===== src/hdl/bltd_pkg.sv =====
// Shared types and constants for the backlight level-to-duty mapper.
// Used by every module under hdl; depends on nothing else.
`timescale 1ns / 1ps

package bltd_pkg;

    // Drive modes; the unused code behaves as the PWM counter mode.
    localparam logic [1:0] MODE_PWM  = 2'd0;
    localparam logic [1:0] MODE_VESA = 2'd1;
    localparam logic [1:0] MODE_HDR  = 2'd2;

    // Result commands.
    localparam logic [1:0] CMD_NONE  = 2'd0;
    localparam logic [1:0] CMD_DRIVE = 2'd1;
    localparam logic [1:0] CMD_OFF   = 2'd2;

    // Configuration register indexes.
    localparam logic [2:0] REG_DRIVE_MODE   = 3'd0;
    localparam logic [2:0] REG_MIN_DUTY_PCT = 3'd1;
    localparam logic [2:0] REG_MAX_DUTY_PCT = 3'd2;
    localparam logic [2:0] REG_MAX_LEVEL    = 3'd3;
    localparam logic [2:0] REG_PWM_FREQ_HZ  = 3'd4;
    localparam logic [2:0] REG_SRC_CLOCK_HZ = 3'd5;
    localparam logic [2:0] REG_VESA_BITS    = 3'd6;

    // Arithmetic constants.
    localparam logic [6:0]  PCT_FULL   = 7'd100;
    localparam logic [31:0] HDR_PERIOD = 32'd512;
    localparam logic [31:0] HDR_FLOOR  = 32'd3;

    // Shared divider geometry: two quotient bits per cycle.
    localparam int DIV_W       = 40;
    localparam int DVS_W       = 16;
    localparam int DIV_STEPS   = DIV_W / 2;
    localparam int DIV_STEP_W  = $clog2(DIV_STEPS);
    localparam logic [DVS_W-1:0] PCT_DIVISOR = 16'd100;

    // Multiplier operand selects.
    localparam logic [1:0] MS_LO  = 2'd0;
    localparam logic [1:0] MS_GAP = 2'd1;
    localparam logic [1:0] MS_HI  = 2'd2;
    localparam logic [1:0] MS_LVL = 2'd3;

    // Divider operand selects.
    localparam logic [1:0] DSEL_CLK  = 2'd0;
    localparam logic [1:0] DSEL_PROD = 2'd1;
    localparam logic [1:0] DSEL_SPAN = 2'd2;

    // Datapath register store codes.
    localparam logic [2:0] ST_NONE = 3'd0;
    localparam logic [2:0] ST_PER  = 3'd1;
    localparam logic [2:0] ST_LO   = 3'd2;
    localparam logic [2:0] ST_GAP  = 3'd3;
    localparam logic [2:0] ST_CNT  = 3'd4;
    localparam logic [2:0] ST_SUM  = 3'd5;

    typedef struct packed {
        logic [1:0]  drive_mode;
        logic [6:0]  min_duty_pct;
        logic [6:0]  max_duty_pct;
        logic [7:0]  max_level;
        logic [15:0] pwm_freq_hz;
        logic [31:0] source_clock_hz;
        logic [4:0]  vesa_bits;
    } cfg_t;

    localparam cfg_t CFG_RESET = '{
        drive_mode:      MODE_PWM,
        min_duty_pct:    7'd10,
        max_duty_pct:    7'd90,
        max_level:       8'd100,
        pwm_freq_hz:     16'd1000,
        source_clock_hz: 32'd128000000,
        vesa_bits:       5'd16
    };

    // Commands from the controller to the datapath.
    typedef struct packed {
        logic       capture;
        logic       per_aux;
        logic       mul_en;
        logic [1:0] mul_sel;
        logic       div_start;
        logic [1:0] div_sel;
        logic [2:0] store;
        logic       finish;
    } dp_cmd_t;

    // Status from the datapath to the controller.
    typedef struct packed {
        logic blank;
        logic mode_pwm;
        logic lvl_ge_max;
        logic lvl_zero;
        logic div_busy;
        logic div_done;
        logic out_free;
    } dp_sts_t;

endpackage


===== src/hdl/bltd_div.sv =====
// Iterative unsigned restoring divider, two quotient bits per cycle.
// Depends on bltd_pkg for its widths.
`timescale 1ns / 1ps

module bltd_div
    import bltd_pkg::*;
(
    input  logic             clk,
    input  logic             rst_n,
    input  logic             start,
    input  logic [DIV_W-1:0] dividend,
    input  logic [DVS_W-1:0] divisor,
    output logic             busy,
    output logic             done,
    output logic [DIV_W-1:0] quotient
);

    logic                  busy_reg;
    logic                  done_reg;
    logic [DIV_STEP_W-1:0] step_reg;
    logic [DVS_W-1:0]      rem_reg;
    logic [DVS_W-1:0]      rem_next;
    logic [DIV_W-1:0]      quo_reg;
    logic [DIV_W-1:0]      quo_next;
    logic [DVS_W-1:0]      dvs_reg;

    // Two shift-and-subtract steps of the restoring division.
    always_comb
    begin
        logic [DVS_W:0] trial;
        logic [DVS_W:0] diff;
        logic           ge;
        rem_next = rem_reg;
        quo_next = quo_reg;
        for (int k = 0; k < 2; k++)
        begin
            trial    = {rem_next, quo_next[DIV_W-1]};
            diff     = trial - {1'b0, dvs_reg};
            ge       = (trial >= {1'b0, dvs_reg});
            rem_next = ge ? diff[DVS_W-1:0] : trial[DVS_W-1:0];
            quo_next = {quo_next[DIV_W-2:0], ge};
        end
    end

    // Step counter and handshake flags.
    always_ff @(posedge clk or negedge rst_n)
    begin
        if (!rst_n)
        begin
            busy_reg <= 1'b0;
            done_reg <= 1'b0;
            step_reg <= '0;
        end
        else if (start)
        begin
            busy_reg <= 1'b1;
            done_reg <= 1'b0;
            step_reg <= '0;
        end
        else if (busy_reg)
        begin
            step_reg <= step_reg + 1'b1;
            if (step_reg == DIV_STEP_W'(DIV_STEPS - 1))
            begin
                busy_reg <= 1'b0;
                done_reg <= 1'b1;
            end
        end
        else
        begin
            done_reg <= 1'b0;
        end
    end

    // Remainder and quotient shift register.
    always_ff @(posedge clk)
    begin
        if (start)
        begin
            rem_reg <= '0;
            quo_reg <= dividend;
            dvs_reg <= divisor;
        end
        else if (busy_reg)
        begin
            rem_reg <= rem_next;
            quo_reg <= quo_next;
        end
    end

    assign busy     = busy_reg;
    assign done     = done_reg;
    assign quotient = quo_reg;

endmodule


===== src/hdl/bltd_dp.sv =====
// Datapath of the level-to-duty mapper: operand registers, shared multiplier,
// shared divider, result formatting and the output register.
// Depends on bltd_pkg and bltd_div.
`timescale 1ns / 1ps

module bltd_dp
    import bltd_pkg::*;
(
    input  logic        clk,
    input  logic        rst_n,
    input  cfg_t        cfg,
    input  dp_cmd_t     cmd,
    output dp_sts_t     sts,
    input  logic [7:0]  in_level,
    input  logic        in_blank,
    input  logic        out_ready,
    output logic        out_valid,
    output logic [1:0]  out_command,
    output logic [31:0] out_period,
    output logic [31:0] out_duty,
    output logic        out_run,
    output logic [7:0]  out_level
);

    logic [7:0]       lvl_reg;
    logic             blank_reg;
    logic [31:0]      per_reg;
    logic [31:0]      lo_reg;
    logic [31:0]      gap_reg;
    logic [31:0]      cnt_reg;
    logic [39:0]      prod_reg;
    logic             bl_on_reg;
    logic             bl_on_next;
    logic             out_valid_reg;
    logic [1:0]       out_cmd_reg;
    logic [31:0]      out_per_reg;
    logic [31:0]      out_duty_reg;
    logic             out_run_reg;
    logic [7:0]       out_lvl_reg;

    logic [6:0]       lo_pct;
    logic [6:0]       hi_pct;
    logic [6:0]       gap_pct;
    logic [32:0]      vesa_full;
    logic [31:0]      per_aux;
    logic [7:0]       mul_a;
    logic [31:0]      mul_b;
    logic [39:0]      mul_full;
    logic [32:0]      lo_gap;
    logic [31:0]      span;
    logic             div_start;
    logic [DIV_W-1:0] div_dividend;
    logic [DVS_W-1:0] div_divisor;
    logic             div_busy;
    logic             div_done;
    logic [DIV_W-1:0] div_quo;
    logic             mode_pwm;
    logic [1:0]       fin_cmd;
    logic [31:0]      fin_per;
    logic [31:0]      fin_duty;
    logic             fin_run;
    logic [7:0]       fin_lvl;

    // Percentages above 100 count as 100.
    assign lo_pct  = (cfg.min_duty_pct > PCT_FULL) ? PCT_FULL : cfg.min_duty_pct;
    assign hi_pct  = (cfg.max_duty_pct > PCT_FULL) ? PCT_FULL : cfg.max_duty_pct;
    assign gap_pct = PCT_FULL - hi_pct;

    assign mode_pwm = (cfg.drive_mode != MODE_VESA) && (cfg.drive_mode != MODE_HDR);

    // Period for the two AUX modes.
    assign vesa_full = (33'd1 << cfg.vesa_bits) - 33'd1;
    assign per_aux   = (cfg.drive_mode == MODE_HDR) ? HDR_PERIOD : vesa_full[31:0];

    // Shared multiplier: a percentage times the period, or the level times
    // the per-level step.
    always_comb
    begin
        case (cmd.mul_sel)
            MS_LO:   mul_a = {1'b0, lo_pct};
            MS_GAP:  mul_a = {1'b0, gap_pct};
            MS_HI:   mul_a = {1'b0, hi_pct};
            MS_LVL:  mul_a = lvl_reg;
            default: mul_a = '0;
        endcase
    end
    assign mul_b    = (cmd.mul_sel == MS_LVL) ? div_quo[31:0] : per_reg;
    assign mul_full = {32'd0, mul_a} * {8'd0, mul_b};

    // Duty span between the low and high bounds, saturating at zero.
    assign lo_gap = {1'b0, lo_reg} + {1'b0, gap_reg};
    assign span   = ({1'b0, per_reg} >= lo_gap) ? (per_reg - lo_reg - gap_reg) : 32'd0;

    // Divider operand selection.
    always_comb
    begin
        case (cmd.div_sel)
            DSEL_CLK:
            begin
                div_dividend = {8'd0, cfg.source_clock_hz};
                div_divisor  = (cfg.pwm_freq_hz == 16'd0) ? 16'd1 : cfg.pwm_freq_hz;
            end
            DSEL_PROD:
            begin
                div_dividend = prod_reg;
                div_divisor  = PCT_DIVISOR;
            end
            DSEL_SPAN:
            begin
                div_dividend = {8'd0, span};
                div_divisor  = {8'd0, cfg.max_level};
            end
            default:
            begin
                div_dividend = '0;
                div_divisor  = PCT_DIVISOR;
            end
        endcase
    end
    assign div_start = cmd.div_start;

    bltd_div u_div (
        .clk      (clk),
        .rst_n    (rst_n),
        .start    (div_start),
        .dividend (div_dividend),
        .divisor  (div_divisor),
        .busy     (div_busy),
        .done     (div_done),
        .quotient (div_quo)
    );

    // Item capture, with the level clamped to the configured maximum.
    always_ff @(posedge clk)
    begin
        if (cmd.capture)
        begin
            lvl_reg   <= (in_level > cfg.max_level) ? cfg.max_level : in_level;
            blank_reg <= in_blank;
        end
    end

    // Working registers loaded by the controller's per_aux, mul_en and store commands.
    always_ff @(posedge clk)
    begin
        if (cmd.per_aux)
        begin
            per_reg <= per_aux;
        end
        if (cmd.mul_en)
        begin
            prod_reg <= mul_full;
        end
        case (cmd.store)
            ST_PER:
            begin
                per_reg <= div_quo[31:0];
            end
            ST_LO:
            begin
                lo_reg  <= div_quo[31:0];
                cnt_reg <= div_quo[31:0];
            end
            ST_GAP:
            begin
                gap_reg <= div_quo[31:0];
            end
            ST_CNT:
            begin
                cnt_reg <= div_quo[31:0];
            end
            ST_SUM:
            begin
                cnt_reg <= prod_reg[31:0] + lo_reg;
            end
            default:
            begin
            end
        endcase
    end

    // Final formatting of the result item per mode.
    always_comb
    begin
        fin_cmd    = CMD_DRIVE;
        fin_per    = per_reg;
        fin_duty   = cnt_reg;
        fin_run    = 1'b1;
        fin_lvl    = lvl_reg;
        bl_on_next = 1'b1;
        if (blank_reg)
        begin
            fin_cmd    = bl_on_reg ? CMD_OFF : CMD_NONE;
            fin_per    = '0;
            fin_duty   = '0;
            fin_run    = 1'b0;
            fin_lvl    = '0;
            bl_on_next = 1'b0;
        end
        else if (cfg.drive_mode == MODE_HDR)
        begin
            if (cnt_reg == 32'd0)
            begin
                fin_duty = HDR_FLOOR;
            end
        end
        else if (mode_pwm)
        begin
            if (cnt_reg == 32'd0)
            begin
                fin_run = 1'b0;
            end
            else if (cnt_reg >= per_reg)
            begin
                // Full on is signaled by an end value of zero.
                fin_duty = '0;
            end
        end
    end

    // Backlight state and output valid.
    always_ff @(posedge clk or negedge rst_n)
    begin
        if (!rst_n)
        begin
            bl_on_reg     <= 1'b0;
            out_valid_reg <= 1'b0;
        end
        else if (cmd.finish)
        begin
            bl_on_reg     <= bl_on_next;
            out_valid_reg <= 1'b1;
        end
        else if (out_ready)
        begin
            out_valid_reg <= 1'b0;
        end
    end

    // Output payload register.
    always_ff @(posedge clk)
    begin
        if (cmd.finish)
        begin
            out_cmd_reg  <= fin_cmd;
            out_per_reg  <= fin_per;
            out_duty_reg <= fin_duty;
            out_run_reg  <= fin_run;
            out_lvl_reg  <= fin_lvl;
        end
    end

    assign sts.blank      = blank_reg;
    assign sts.mode_pwm   = mode_pwm;
    assign sts.lvl_ge_max = (lvl_reg >= cfg.max_level);
    assign sts.lvl_zero   = (lvl_reg == 8'd0);
    assign sts.div_busy   = div_busy;
    assign sts.div_done   = div_done;
    assign sts.out_free   = !out_valid_reg || out_ready;

    assign out_valid   = out_valid_reg;
    assign out_command = out_cmd_reg;
    assign out_period  = out_per_reg;
    assign out_duty    = out_duty_reg;
    assign out_run     = out_run_reg;
    assign out_level   = out_lvl_reg;

    // A blanked item always yields an idle, zero result.
    a_blank_zero: assert property (@(posedge clk) disable iff (!rst_n)
        (cmd.finish && blank_reg) |=>
            (out_duty_reg == 32'd0 && !out_run_reg && out_lvl_reg == 8'd0))
        else $error("blanked item produced a nonzero drive result");

    // The level times the per-level step never exceeds the period width.
    a_sum_fits: assert property (@(posedge clk) disable iff (!rst_n)
        (cmd.store == ST_SUM) |-> (prod_reg[39:32] == 8'd0))
        else $error("scaled level overflowed 32 bits");

endmodule


===== src/hdl/bltd_ctrl.sv =====
// Controller of the level-to-duty mapper: sequences capture, period,
// bound and span divisions, and result delivery.
// Depends on bltd_pkg for the command and status types.
`timescale 1ns / 1ps

module bltd_ctrl
    import bltd_pkg::*;
(
    input  logic    clk,
    input  logic    rst_n,
    input  logic    in_valid,
    output logic    in_ready,
    input  dp_sts_t sts,
    output dp_cmd_t cmd
);

    localparam logic [3:0] S_IDLE   = 4'd0;
    localparam logic [3:0] S_PER    = 4'd1;
    localparam logic [3:0] S_PWAIT  = 4'd2;
    localparam logic [3:0] S_MUL    = 4'd3;
    localparam logic [3:0] S_DSTART = 4'd4;
    localparam logic [3:0] S_DWAIT  = 4'd5;
    localparam logic [3:0] S_LMUL   = 4'd6;
    localparam logic [3:0] S_LSUM   = 4'd7;
    localparam logic [3:0] S_FIN    = 4'd8;

    // Which quantity the current multiply and divide pass produces.
    localparam logic [1:0] PH_LO   = 2'd0;
    localparam logic [1:0] PH_GAP  = 2'd1;
    localparam logic [1:0] PH_HI   = 2'd2;
    localparam logic [1:0] PH_SPAN = 2'd3;

    logic [3:0] state_reg;
    logic [3:0] state_next;
    logic [1:0] phase_reg;
    logic [1:0] phase_next;

    // Next state and command decode.
    always_comb
    begin
        state_next = state_reg;
        phase_next = phase_reg;
        cmd        = '0;
        in_ready   = 1'b0;
        case (state_reg)
            S_IDLE:
            begin
                in_ready = 1'b1;
                if (in_valid)
                begin
                    cmd.capture = 1'b1;
                    state_next  = S_PER;
                end
            end
            S_PER:
            begin
                if (sts.blank)
                begin
                    state_next = S_FIN;
                end
                else
                begin
                    phase_next = sts.lvl_ge_max ? PH_HI : PH_LO;
                    if (sts.mode_pwm)
                    begin
                        cmd.div_start = 1'b1;
                        cmd.div_sel   = DSEL_CLK;
                        state_next    = S_PWAIT;
                    end
                    else
                    begin
                        cmd.per_aux = 1'b1;
                        state_next  = S_MUL;
                    end
                end
            end
            S_PWAIT:
            begin
                if (sts.div_done)
                begin
                    cmd.store  = ST_PER;
                    state_next = S_MUL;
                end
            end
            S_MUL:
            begin
                cmd.mul_en  = 1'b1;
                cmd.mul_sel = (phase_reg == PH_HI)  ? MS_HI :
                              (phase_reg == PH_GAP) ? MS_GAP : MS_LO;
                state_next  = S_DSTART;
            end
            S_DSTART:
            begin
                cmd.div_start = 1'b1;
                cmd.div_sel   = (phase_reg == PH_SPAN) ? DSEL_SPAN : DSEL_PROD;
                state_next    = S_DWAIT;
            end
            S_DWAIT:
            begin
                if (sts.div_done)
                begin
                    case (phase_reg)
                        PH_LO:
                        begin
                            cmd.store = ST_LO;
                            if (sts.lvl_zero)
                            begin
                                state_next = S_FIN;
                            end
                            else
                            begin
                                phase_next = PH_GAP;
                                state_next = S_MUL;
                            end
                        end
                        PH_GAP:
                        begin
                            cmd.store  = ST_GAP;
                            phase_next = PH_SPAN;
                            state_next = S_DSTART;
                        end
                        PH_HI:
                        begin
                            cmd.store  = ST_CNT;
                            state_next = S_FIN;
                        end
                        default:
                        begin
                            state_next = S_LMUL;
                        end
                    endcase
                end
            end
            S_LMUL:
            begin
                cmd.mul_en  = 1'b1;
                cmd.mul_sel = MS_LVL;
                state_next  = S_LSUM;
            end
            S_LSUM:
            begin
                cmd.store  = ST_SUM;
                state_next = S_FIN;
            end
            S_FIN:
            begin
                if (sts.out_free)
                begin
                    cmd.finish = 1'b1;
                    state_next = S_IDLE;
                end
            end
            default:
            begin
                state_next = S_IDLE;
            end
        endcase
    end

    // State registers.
    always_ff @(posedge clk or negedge rst_n)
    begin
        if (!rst_n)
        begin
            state_reg <= S_IDLE;
            phase_reg <= PH_LO;
        end
        else
        begin
            state_reg <= state_next;
            phase_reg <= phase_next;
        end
    end

    // A result is only loaded when the output register can take it.
    a_fin_free: assert property (@(posedge clk) disable iff (!rst_n)
        cmd.finish |-> sts.out_free)
        else $error("result loaded over an untaken result");

    // The shared divider is never restarted mid-operation.
    a_div_idle: assert property (@(posedge clk) disable iff (!rst_n)
        cmd.div_start |-> !sts.div_busy)
        else $error("divider started while busy");

    // A captured item always moves on to the period step.
    a_cap_seq: assert property (@(posedge clk) disable iff (!rst_n)
        cmd.capture |=> (state_reg == S_PER))
        else $error("capture not followed by period step");

endmodule


===== src/hdl/backlight_level_to_duty.sv =====
// Top level of the backlight level-to-duty mapper: configuration registers
// and the stream ports around the controller and datapath.
// Depends on bltd_pkg, bltd_ctrl and bltd_dp.
//
//   Channel   Direction  Handshake                      Payload
//   s_axis    in         s_axis_tvalid / s_axis_tready  level in tdata, blank in tuser
//   m_axis    out        m_axis_tvalid / m_axis_tready  counts in tdata, command in tuser
//   cfg       in         cfg_valid / cfg_ready          cfg_index, cfg_data
//
// One item is worked on at a time. Up to four divisions run per item on
// the shared 40-bit divider, which produces two quotient bits per cycle.
// Reset is asynchronous, active low; there is no clearing pass. A new item
// is accepted while a finished result waits in the output register.
`timescale 1ns / 1ps

module backlight_level_to_duty
    import bltd_pkg::*;
(
    input  logic        clk,
    input  logic        rst_n,
    // Input item.
    input  logic        s_axis_tvalid,
    output logic        s_axis_tready,
    input  logic [7:0]  s_axis_tdata,   // [7:0] requested_level
    input  logic        s_axis_tuser,   // [0] blank
    // Result item.
    output logic        m_axis_tvalid,
    input  logic        m_axis_tready,
    output logic [79:0] m_axis_tdata,   // [31:0] period_count, [63:32] duty_count,
                                        // [64] pwm_run, [72:65] applied_level, rest 0
    output logic [1:0]  m_axis_tuser,   // [1:0] command
    // Configuration writes.
    input  logic        cfg_valid,
    output logic        cfg_ready,
    input  logic [2:0]  cfg_index,
    input  logic [31:0] cfg_data
);

    cfg_t        cfg_reg;
    dp_cmd_t     cmd;
    dp_sts_t     sts;
    logic [1:0]  out_command;
    logic [31:0] out_period;
    logic [31:0] out_duty;
    logic        out_run;
    logic [7:0]  out_level;

    // Configuration register bank; writes are always accepted.
    assign cfg_ready = 1'b1;

    always_ff @(posedge clk or negedge rst_n)
    begin
        if (!rst_n)
        begin
            cfg_reg <= CFG_RESET;
        end
        else if (cfg_valid)
        begin
            case (cfg_index)
                REG_DRIVE_MODE:   cfg_reg.drive_mode      <= cfg_data[1:0];
                REG_MIN_DUTY_PCT: cfg_reg.min_duty_pct    <= cfg_data[6:0];
                REG_MAX_DUTY_PCT: cfg_reg.max_duty_pct    <= cfg_data[6:0];
                REG_MAX_LEVEL:    cfg_reg.max_level       <= cfg_data[7:0];
                REG_PWM_FREQ_HZ:  cfg_reg.pwm_freq_hz     <= cfg_data[15:0];
                REG_SRC_CLOCK_HZ: cfg_reg.source_clock_hz <= cfg_data;
                REG_VESA_BITS:    cfg_reg.vesa_bits       <= cfg_data[4:0];
                default:
                begin
                end
            endcase
        end
    end

    bltd_ctrl u_ctrl (
        .clk      (clk),
        .rst_n    (rst_n),
        .in_valid (s_axis_tvalid),
        .in_ready (s_axis_tready),
        .sts      (sts),
        .cmd      (cmd)
    );

    bltd_dp u_dp (
        .clk         (clk),
        .rst_n       (rst_n),
        .cfg         (cfg_reg),
        .cmd         (cmd),
        .sts         (sts),
        .in_level    (s_axis_tdata),
        .in_blank    (s_axis_tuser),
        .out_ready   (m_axis_tready),
        .out_valid   (m_axis_tvalid),
        .out_command (out_command),
        .out_period  (out_period),
        .out_duty    (out_duty),
        .out_run     (out_run),
        .out_level   (out_level)
    );

    // Result packing.
    assign m_axis_tdata = {7'd0, out_level, out_run, out_duty, out_period};
    assign m_axis_tuser = out_command;

endmodule


===== config.mk =====
export PLATFORM = sky130hd
export DESIGN_NAME = backlight_level_to_duty
export DESIGN_NICKNAME = d
export VERILOG_FILES = /design/src/hdl/bltd_pkg.sv /design/src/hdl/bltd_div.sv /design/src/hdl/bltd_dp.sv /design/src/hdl/bltd_ctrl.sv /design/src/hdl/backlight_level_to_duty.sv
export SDC_FILE = /design/constraint.sdc
export NUM_CORES = 2
export LEC_CHECK = 0
export CAP_MARGIN = 20
export CORE_MARGIN = 10
export CORE_UTILIZATION = 65
export CTS_CLUSTER_DIAMETER = 200
export DETAILED_ROUTE_END_ITERATION = 10
export DONT_BUFFER_PORTS = 1
export HOLD_SLACK_MARGIN = 0.06
export PLACE_DENSITY = 0.8
export SLEW_MARGIN = 20
export SYNTH_ARGS = -nofsm -noshare
export SYNTH_HDL_FRONTEND = slang
export SYNTH_SLANG_ARGS = --single-unit

===== constraint.sdc =====
create_clock -name clk -period 16.2 [get_ports clk]
set_input_delay 0 -clock clk [delete_from_list [all_inputs] [get_ports clk]]
set_output_delay 0 -clock clk [all_outputs]
set_load 0.02 [all_outputs]

==> impl_metrics.json <==
{
  "synth_ff_type": "edfxtp_1",
  "commonest_cells_in_the_synthesized_netlist": "nor2_1 (358), inv_1 (345), edfxtp_1 (308), ha_1 (302), a21oi_1 (262)",
  "areaGrowthSynthToFinish_pct": 9.24,
  "synthDominantAreaCellType": "edfxtp_1",
  "clock_root_buffer": "clkbuf_16",
  "register_bit_count_reported_by_yosys": 416,
  "post_cts.resized_instances": 0,
  "clkTransAtPathRegs_ps": 60,
  "synthDominantCellAreaShare_pct": 27.0,
  "critPathLaunchType": "flip-flop",
  "routed_wire_length_per_instance_um": 26.2,
  "grt_first_pass_wirelength_mm": 168,
  "outcome": "finished clean",
  "post-route-drc-count": 0,
  "core-area_sq_um": 52400,
  "numCtsBuffers": 49,
  "netlist-cell-type-count": 82,
  "worstMarginPinSlew_ps": 1160,
  "tritoncts_clock_tree": "built",
  "drt-vias-per-instance": 6.58,
  "yosys_warnings": 0,
  "synth.most_common_cell": "nor2_1",
  "design.portCount": 134,
  "die_area_sq_um": 62400,
  "reg2reg_from": "u_ctrl.state_reg[2]",
  "core.rowCount": 84,
  "worst_slew_margin_rel_pct": 20.3,
  "netlist_area_sq_um": 34300,
  "setup.worst_path.class": "flip-flop to flip-flop",
  "maximum_number_of_pins_on_one_net_before_global_route_repair": 109,
  "number_of_global_route_vias_before_repair": 27600,
  "worst_r2r_endpoint": "u_dp.prod_reg[39]",
  "critical_path_required_time_ps": 16550,
  "portBuffers": 0,
  "die_w_um": 250,
  "synth_area_per_cell_sq_um": 9.85,
  "drt_iter0_drc": 3432,
  "gp_congestion": 1.02,
  "timing.reg2reg.setup_slack_ps": 7350,
  "holdPathEnd": "cfg_reg[26]",
  "worst_case_clock_buffer_depth": 3,
  "max_slew_violation_count": 0,
  "synthArstFlopShare_pct": 22.1,
  "drv.max_cap_violation_count": 0,
  "clock_sink_count": 416,
  "ctsHoldBuffers": 62,
  "fill_cells": 3870,
  "setup-tns-final_ps": 0,
  "hold_path.class": "input pin to flip-flop",
  "routed_wl_mm": 111,
  "global_route.usage.met3_pct": 8.69,
  "first_pass_iters": 6,
  "setup_viol": 0,
  "drive_gt1_share_pct": 8.15,
  "cts.repair_timing.setup_buffer_count": 0,
  "timing.clock.skew_ps": 29.0,
  "num_vias": 27900,
  "min_period_ps": 8850,
  "num-nets-final": 4073,
  "sequential_area_share_after_synthesis_pct": 34.7,
  "hold_viol": 0,
  "critPathCaptureType": "flip-flop",
  "gr-usage-met1_pct": 45.1,
  "number_of_antenna_violations_at_the_first_check_in_global_routing": 5,
  "htree_levels": 2,
  "hold_path_startpoint": "cfg_data[21]",
  "arrival_ps": 9190,
  "path_max_fanout": 108,
  "overflow": 0,
  "grt_usage_pct": 34.9,
  "starting_density_pct": 65.4,
  "dpl.hpwl_mm": 82.4,
  "synth-edff-count": 308,
  "unrepaired_setup_endpoints_after_global_routing": "false",
  "yosys-top-cells-area": "edfxtp_1 (27%), fa_1 (13%), ha_1 (11%), dfrtp_1 (5.0%), nor2_1 (3.9%)",
  "clock.fmax_ghz": 0.113,
  "largest_register_ffs": 77,
  "rr_worst_depth": 26,
  "worst_skew_pair.late_latency_ps": 620,
  "min_period_over_period_pct": 54.6,
  "ant_nets": 0,
  "timing.hold.worst_path_depth": 2,
  "global_route.peak_usage_layer": "met2",
  "die_height_um": 250,
  "synthesis.instances": 3483,
  "global_route.usage.met2_pct": 53.6
}
## cell type report
type                            count  area [sq um]  share of cell area, %
Clock buffer                       56          1280                   3.42
Inverter                          346          1300                   3.46
Multi-Input combinational cell   2594         20700                   55.2
Timing Repair Buffer              100           945                   2.52
Sequential cell                   416         11900                   31.7
Tap cell                          688           861                   2.30
Clock inverter                     34           497                   1.33
Antenna cell                        3          7.51                 0.0200
## per-stage QoR
step                setup slack [ps]  instance area (sq um)  hold WS [ps]  util [%]  instances
floorplan                       8490                  34300          -296         -       3489
global placement                7760                  35000          -290      66.8       4081
detailed placement              7560                  35000          -291      66.8       4081
CTS                             7510                  37500          68.1      71.4       4233
global route                    6740                  37500          90.4      71.5       4235
finish                          7350                  37500          87.2      71.5       4237
## metal layers
metal | vias to the layer above | routed length [um]
met1 | 13700 | 42800
met2 | 1641 | 49600
met3 | 336 | 12200
met4 | 4 | 6340
met5 | - | 24
li1 | 12200 | -
## kinds of logic after synthesis
kind of cell / Yosys count / share of synthesized area, %
AOI/OAI and AO/OA: 815 / 15.3
xor gates and xnor gates: 147 / 3.75
adders and majority gates: 517 / 23.6
buffers and inverters: 479 / 5.39
DFF: 416 / 34.7
muxes: 104 / 3.35
other: 2 / 0.0219
and+or+nand+nor: 1003 / 14.0
## worst max path at each step
stage	start	endpoint	slack, ps	depth (start not counted)
after CTS	u_ctrl.state_reg[2]	u_dp.prod_reg[39]	7510	26
after global placement	u_ctrl.state_reg[2]	u_dp.prod_reg[39]	7760	26
after global routing	u_ctrl.state_reg[2]	u_dp.prod_reg[39]	6740	26
final	u_ctrl.state_reg[2]	u_dp.prod_reg[39]	7350	26
after floorplan	u_ctrl.state_reg[0]	u_dp.prod_reg[39]	8490	25
after detailed placement	u_ctrl.state_reg[2]	u_dp.prod_reg[39]	7560	26
## placed cells by master, fill, tap and decap left out, types with 28 or more instances in the layout
cell,n
nor2_1,358
inv_1,343
edfxtp_1,308
ha_1,302
a21oi_1,258
fa_1,215
nand2_1,207
o21ai_0,168
a21o_1,91
mux2_2,88
xnor2_1,85
nand2b_1,80
dfrtp_1,69
xor2_1,62
dlygate4sd3_1,60
and3_1,58
nand3_1,55
and2_1,49
clkbuf_16,49
nor2b_1,39
nor3_1,39
buf_4,37
o21a_1,33
o31ai_1,31
or2_2,28
## worst max-delay path: stages (launching register included)
cell       delay, ps
dfrtp_1          560
nor2b_1          330
and2_4           190
buf_4            770
or3_1            400
nor2b_1           80
o21ai_0          150
o31ai_1           90
a222oi_1         310
buf_4            410
nor2_1           130
fa_1             520
fa_1             520
fa_1             560
inv_1             60
fa_1             530
inv_1             40
ha_1             390
and4_1           270
and3_1           220
o2111ai_1        170
a31oi_1          760
nor3_1           140
o31a_1           330
o311ai_0         340
a21oi_1          150
xnor2_1          140
Power is not shown: default switching activity piles up to over one toggle a cycle in this logic, so the estimate is an artifact.
